## src/rtl/q24_pkg.sv

```systemverilog
`timescale 1ns / 1ps

package q24_pkg;

   typedef enum logic [3:0] {
      OP_ADD      = 4'd0,
      OP_SUB      = 4'd1,
      OP_MUL      = 4'd2,
      OP_DIV      = 4'd3,
      OP_MIN      = 4'd4,
      OP_MAX      = 4'd5,
      OP_INC      = 4'd6,
      OP_DEC      = 4'd7,
      OP_FROM_INT = 4'd8,
      OP_TO_INT   = 4'd9
   } op_type;

   localparam logic [31:0] MAX32 = 32'h7fff_ffff;
   localparam logic [31:0] MIN32 = 32'h8000_0000;

   typedef struct packed {
      logic [3:0]  op;
      logic [31:0] operand_a;
      logic [31:0] operand_b;
   } req_type;

   typedef struct packed {
      logic [31:0] result;
      logic        less;
      logic        equal;
      logic        greater;
      logic        overflow;
      logic        div_zero;
   } rsp_type;

   typedef struct packed {
      logic [31:0] value;
      logic        ovf;
   } sat_type;

   // Everything that rides alongside the divider.
   typedef struct packed {
      logic        valid;
      op_type      op;
      sat_type     simple;
      logic        less;
      logic        equal;
      logic        greater;
      logic        neg;
      logic        a_zero;
      logic        a_neg;
      logic        b_zero;
   } meta_type;

   // Signed result from a magnitude and a sign, clamped to 32 bits.
   function automatic sat_type sat_mag(input logic [63:0] mag, input logic neg);
      sat_type s;
      s.ovf = 1'b0;
      if (neg) begin
         if (mag > 64'h8000_0000) begin
            s.value = MIN32;
            s.ovf   = 1'b1;
         end else begin
            s.value = 32'(~mag[31:0] + 32'd1);
         end
      end else begin
         if (mag > 64'h7fff_ffff) begin
            s.value = MAX32;
            s.ovf   = 1'b1;
         end else begin
            s.value = mag[31:0];
         end
      end
      return s;
   endfunction

   // Clamp a 33-bit signed sum to 32 bits.
   function automatic sat_type sat33(input logic [32:0] v);
      sat_type s;
      s.ovf = v[32] != v[31];
      if (s.ovf) begin
         s.value = v[32] ? MIN32 : MAX32;
      end else begin
         s.value = v[31:0];
      end
      return s;
   endfunction

endpackage

```

## src/rtl/q24_mul.sv

```systemverilog
`timescale 1ns / 1ps

module q24_mul import q24_pkg::*; #(
   parameter int FRAC_BITS = 8
) (
   input  logic        clock,
   input  logic [31:0] mag_a,
   input  logic [31:0] mag_b,
   input  logic        neg,
   output sat_type     mul_out
);

   logic [63:0] prod_ff;
   logic        neg_ff;
   logic [64:0] rnd;
   sat_type     res_in;
   sat_type     res_ff;

   always_ff @(posedge clock) begin
      prod_ff <= mag_a * mag_b;
      neg_ff  <= neg;
      res_ff  <= res_in;
   end

   // Round half away from zero on the magnitude.
   always_comb begin
      rnd    = ({1'b0, prod_ff} + (65'd1 << (FRAC_BITS - 1))) >> FRAC_BITS;
      res_in = sat_mag(rnd[63:0], neg_ff);
   end

   assign mul_out = res_ff;

endmodule

```

## config.mk

```make
export PLATFORM = sky130hd
export DESIGN_NAME = q24_mul
export DESIGN_NICKNAME = d
export VERILOG_FILES = /design/src/rtl/q24_pkg.sv /design/src/rtl/q24_mul.sv
export SDC_FILE = /design/constraint.sdc
export NUM_CORES = 2
export LEC_CHECK = 0
export ABC_AREA = 1
export BUFFER_PORTS_ARGS = -buffer_cell sky130_fd_sc_hd__buf_2
export CORE_UTILIZATION = 35
export CTS_BUF_LIST = sky130_fd_sc_hd__clkbuf_2 sky130_fd_sc_hd__clkbuf_4 sky130_fd_sc_hd__clkbuf_8
export CTS_CLUSTER_SIZE = 14
export DETAILED_ROUTE_END_ITERATION = 10
export PLACE_DENSITY = 0.5
export SLEW_MARGIN = 20
export SYNTH_ARGS = -nofsm -noshare
export SYNTH_HDL_FRONTEND = slang
export SYNTH_SLANG_ARGS = --single-unit
```

## constraint.sdc

```tcl
create_clock -name clock -period 9.75 [get_ports clock]
set_clock_uncertainty 0.2 [all_clocks]
set_input_delay 1.95 -clock clock [delete_from_list [all_inputs] [get_ports clock]]
set_output_delay 1.95 -clock clock [all_outputs]
set_load 0.02 [all_outputs]
```

# Yosys cells after proc, flatten, opt, wreduce, memory -nomap -nowiden
# Cells that the tools add are included.
# Widths: inputs -> output; s select.
[op_classes]
n_mux = 5
order_cmp = 2
bitwise = 1
n_addsub = 2
mul = 1
[ops]
columns = ["op", "n"]
rows = [
  ["$add 64x8->65 const B", 1],
  ["$mul 32x32->64", 1],
  ["$mux 32", 2],
  ["$gt 57x31->1 const B", 1],
  ["$gt 57x32->1 const B", 1],
  ["$mux 33", 1],
  ["$add 32x1->32 const B", 1],
  ["$not 32->32", 1],
  ["$mux 1", 2],
]
[totals]
wordCells = 15
out_inout_bits = 33
input_bits = 66
register_bits = 98

# Depth between registers and ports, before layout
[logic_depth]
depth_word = 5
ltp_mapped = 33
depth_no_buf = 32

# Worst setup path before layout
# OpenSTA, ideal clock, no wires.
[synth_timing]
path_type = "input-to-reg"
startpoint = "input mag_b[26]"
endpoint = "register prod_ff[57]"
t_required_ns = 9.431
arrival_ns = 8.076
setup_slack_ns = 1.355
cell_stages = 24
path_buffers = 1
setup_ns = 0.119
cell_sequence = "clkbuf_1 > nand2_1 > fa_1 > inv_1 > fa_1 > fa_1 > fa_1 > fa_1 > fa_1 > fa_1 > inv_1 > fa_1 > inv_1 > ha_1 > nand2_1 > nor2_1 > inv_1 > nor2_1 > inv_1 > nor3_1 > nand3_1 > o211ai_1 > a31oi_1 > xnor2_1"
[synth_via]
elab_chain_len = 1
[synth_lines]
columns = ["element", "line", "source"]
rows = [
  ["from (decl)", "q24_mul.sv:8", "input logic [31:0] mag_b,"],
  ["$mul 32x32->64", "q24_mul.sv:20", "prod_ff <= mag_a * mag_b;"],
  ["to (signal assigned)", "q24_mul.sv:20", ""],
  ["to (decl)", "q24_mul.sv:13", "logic [63:0] prod_ff;"],
]
# Every way passes these cells.

# Worst setup path after layout
[layout_timing]
startpoint = "input mag_a[13]"
endpoint = "register prod_ff[57]"
[layout_via]
elab_chain_len = 1
[layout_lines]
columns = ["element", "line", "source"]
rows = [
  ["from (decl)", "q24_mul.sv:7", "input logic [31:0] mag_a,"],
  ["$mul 32x32->64", "q24_mul.sv:20", ""],
]
# Every way passes these cells.

==> qor.yml <==
status:
  status: "finished clean"
cts:
  cts.sinks: 91
  cts_hold_buf: 0
  cts_buffer_depth: 2
  cts_root_buffer: "clkbuf_8"
  cts_buffers: 9
  cts_max_level: 3
  clock_latency_ps: 400
  clkTransAtPathRegs_ps: 100
  cts_tree: "done"
  ctsResizeCount: 0
  cts_setup_buffers: 0
sta:
  rsz0062_at_grt: "no"
  setup_viol_count_final: 0
  finalHoldViolations: 0
  fin_crit_ps: 9420
  max-slew-margin-rel: 0.399
  max_freq_mhz: 106
  slew_viol_final: 0
  fin_crit_sh: 0.966
  layout_setup_ws_ps: 334
  tightestPinTransition_ps: 902
synthesis:
  synth-main-ff-cell: "dfxtp_1"
  synth_common_cells: "1706 x inv_1, 1599 x nand2_1, 895 x fa_1"
  synthSimpleGateAreaFrac: 0.215
  ys_ff_latch: 91
  syn_area_per_cell_um2: 7.27
  syn_area_um2: 40800
  yosysUniqueCellTypes: 45
  synth_fa_ha_area_frac: 0.519
  synth.most_common_cell: "inv_1"
  synth_area_leaders: "fa_1 44%, inv_1 16%, nand2_1 15%"
  synth_warnings: 0
  synth_cells: 5619
  synth_nets: 6843
  ys_seq_area_frac: 0.0446
  async_flop_share: 0
  synth_top_family_by_area: "adder cells"
  synth_mux_area_frac: 0
  synth_xor_area_frac: 0.0137
  synth_compound_area_frac: 0.0295
  synth_edf_count: 0
  synth_area_leader_cell: "fa_1"
  yosysTopAreaCellShare: 0.439
floorplan:
  core-area_um2: 115000
  die_w_um: 344
  die_h_um: 344
  start_util: 0.355
  io-pin-count: 99
  die_area_um2: 118000
  rows: 124
route:
  ant_nets: 0
  wl_per_cell_um: 17.5
  wl_um: 125000
  drc_errors: 0
  drtIter0Drc: 1843
  viasPerCell: 4.67
  num_vias: 33200
  first_pass_iters: 5
global_routing:
  grtUsageTotal: 0.221
  grt_pass1_vias: 35700
  grt_overflow_total: 0
  antenna_found_initial: 2
  grt_pass1_wl_um: 201000
  grt_max_degree: 33
place:
  gp_congestion: 0.915
  pre_cts_ws_ps: -0.457
  place_inst: 7107
  io_buffers: 98
  dpl_cell_area_um2: 43100
  hpwl_um: 108000
critical_path:
  endpoint: "prod_ff[57]$_DFF_P_"
  worst_ep_arrival_time_ps: 9500
  crit_path_end_kind: "flop"
  worstSetupPathType: "input pin to flop"
  timing.rr.end: "mul_out[15]$_DFF_P_"
  r2r_slack_ps: 5890
  crit_path_start: "mag_a[13]"
  required_ps: 9830
  r2r_cells: 14
  r2r-start: "prod_ff[16]$_DFF_P_"
  crit_path_start_kind: "input pin"
  cp_max_fo: 28
final_layout:
  area_growth_pct: 6.00
  final_cell_area_um2: 43300
  instances_no_fill: 7125
  ff_latch_area_um2: 1820
  multi_input_area_um2: 31800
  finish.utilization: 0.376
  finalNetCount: 6830
  drive_above_1_share: 0.0458
  n_fill_cell: 12500
hold_path:
  hold_start: "prod_ff[20]$_DFF_P_"
  hp-class: "flop to flop"
job:
  cap_violations: 0
## cells by family (layout without fill, tap and decap cells)
logic type	Yosys count	count (layout)
buffers and inverters	1917	1909
DFF	91	91
AOI/OAI and AO/OA	212	212
other	0	2
xor gates and xnor gates	64	64
and+or+nand+nor	2177	2177
adders and majority gates	1158	1158
## layer usage
layer | up-vias | track usage | share of wire
met5 | - | 0 | 0
met4 | 0 | 0.0409 | 0.019
met3 | 114 | 0.0175 | 0.043
met2 | 744 | 0.386 | 0.49
met1 | 16600 | 0.299 | 0.45
li1 | 15800 | - | -
## cell type report
class,count,area share
Antenna cell,2,0.000116
Inverter,1712,0.148
Multi-Input combinational cell,3611,0.734
Sequential cell,91,0.0421
Clock buffer,9,0.00286
Tap cell,1512,0.0437
Clock inverter,7,0.00173
Timing Repair Buffer,181,0.0268
## worst max-delay path, stage by stage
cell and delay (ps):
buf_2 610, nand2_1 180, fa_1 560, inv_1 50, fa_1 520, fa_1 460
fa_1 540, fa_1 550, fa_1 550, fa_1 560, inv_1 60, fa_1 520
inv_1 40, ha_1 400, nand2_1 140, nor2_1 120, inv_1 60, nor2_1 120
inv_1 130, nor3_1 240, nand3_1 110, o211ai_1 500, a31oi_1 270, xnor2_1 200
## how the worst min path moves through the flow
stage / end / slack (ps) / cells past startpoint
after floorplan: mul_out[13]$_DFF_P_ / 350 / 3
after detailed placement: mul_out[13]$_DFF_P_ / 490 / 3
after global routing: mul_out[13]$_DFF_P_ / 530 / 3
final: mul_out[13]$_DFF_P_ / 510 / 3
after global placement: mul_out[13]$_DFF_P_ / 490 / 3
after CTS: mul_out[13]$_DFF_P_ / 520 / 3
## cells in the final DEF (no fill, tap or decap), drive strengths merged
master	count
a211oi	1
a21boi	1
a21o	2
a21oi	100
a221oi	1
a22oi	1
a31oi	17
buf	177
bufinv	1
clkbuf	13
clkinv	7
dfxtp	91
diode	2
fa	895
ha	263
inv	1711
nand2	1620
nand3	155
nand3b	6
nand4	43
nor2	320
nor3	24
nor4	8
o2111ai	1
o211a	1
o211ai	4
o21a	18
o21ai	50
o21bai	13
o221ai	2
or2	1
xnor2	15
xor2	49
## sequential cells by signal (all words and copies together), names as in the netlist
name and count:
mul_out 33, neg_ff 1, prod_ff 57
## metrics by stage
step / TNS [ps] / hold slack, ps
final: 0 / 511
after global routing: 0 / 530
after CTS: 0 / 515
after detailed placement: -0.457 / 491
after global placement: 0 / 493
after floorplan: 0 / 345
Power is left out: the tool's default activity adds up to more than one toggle a clock period on the data nets, which glitch-free logic cannot reach.
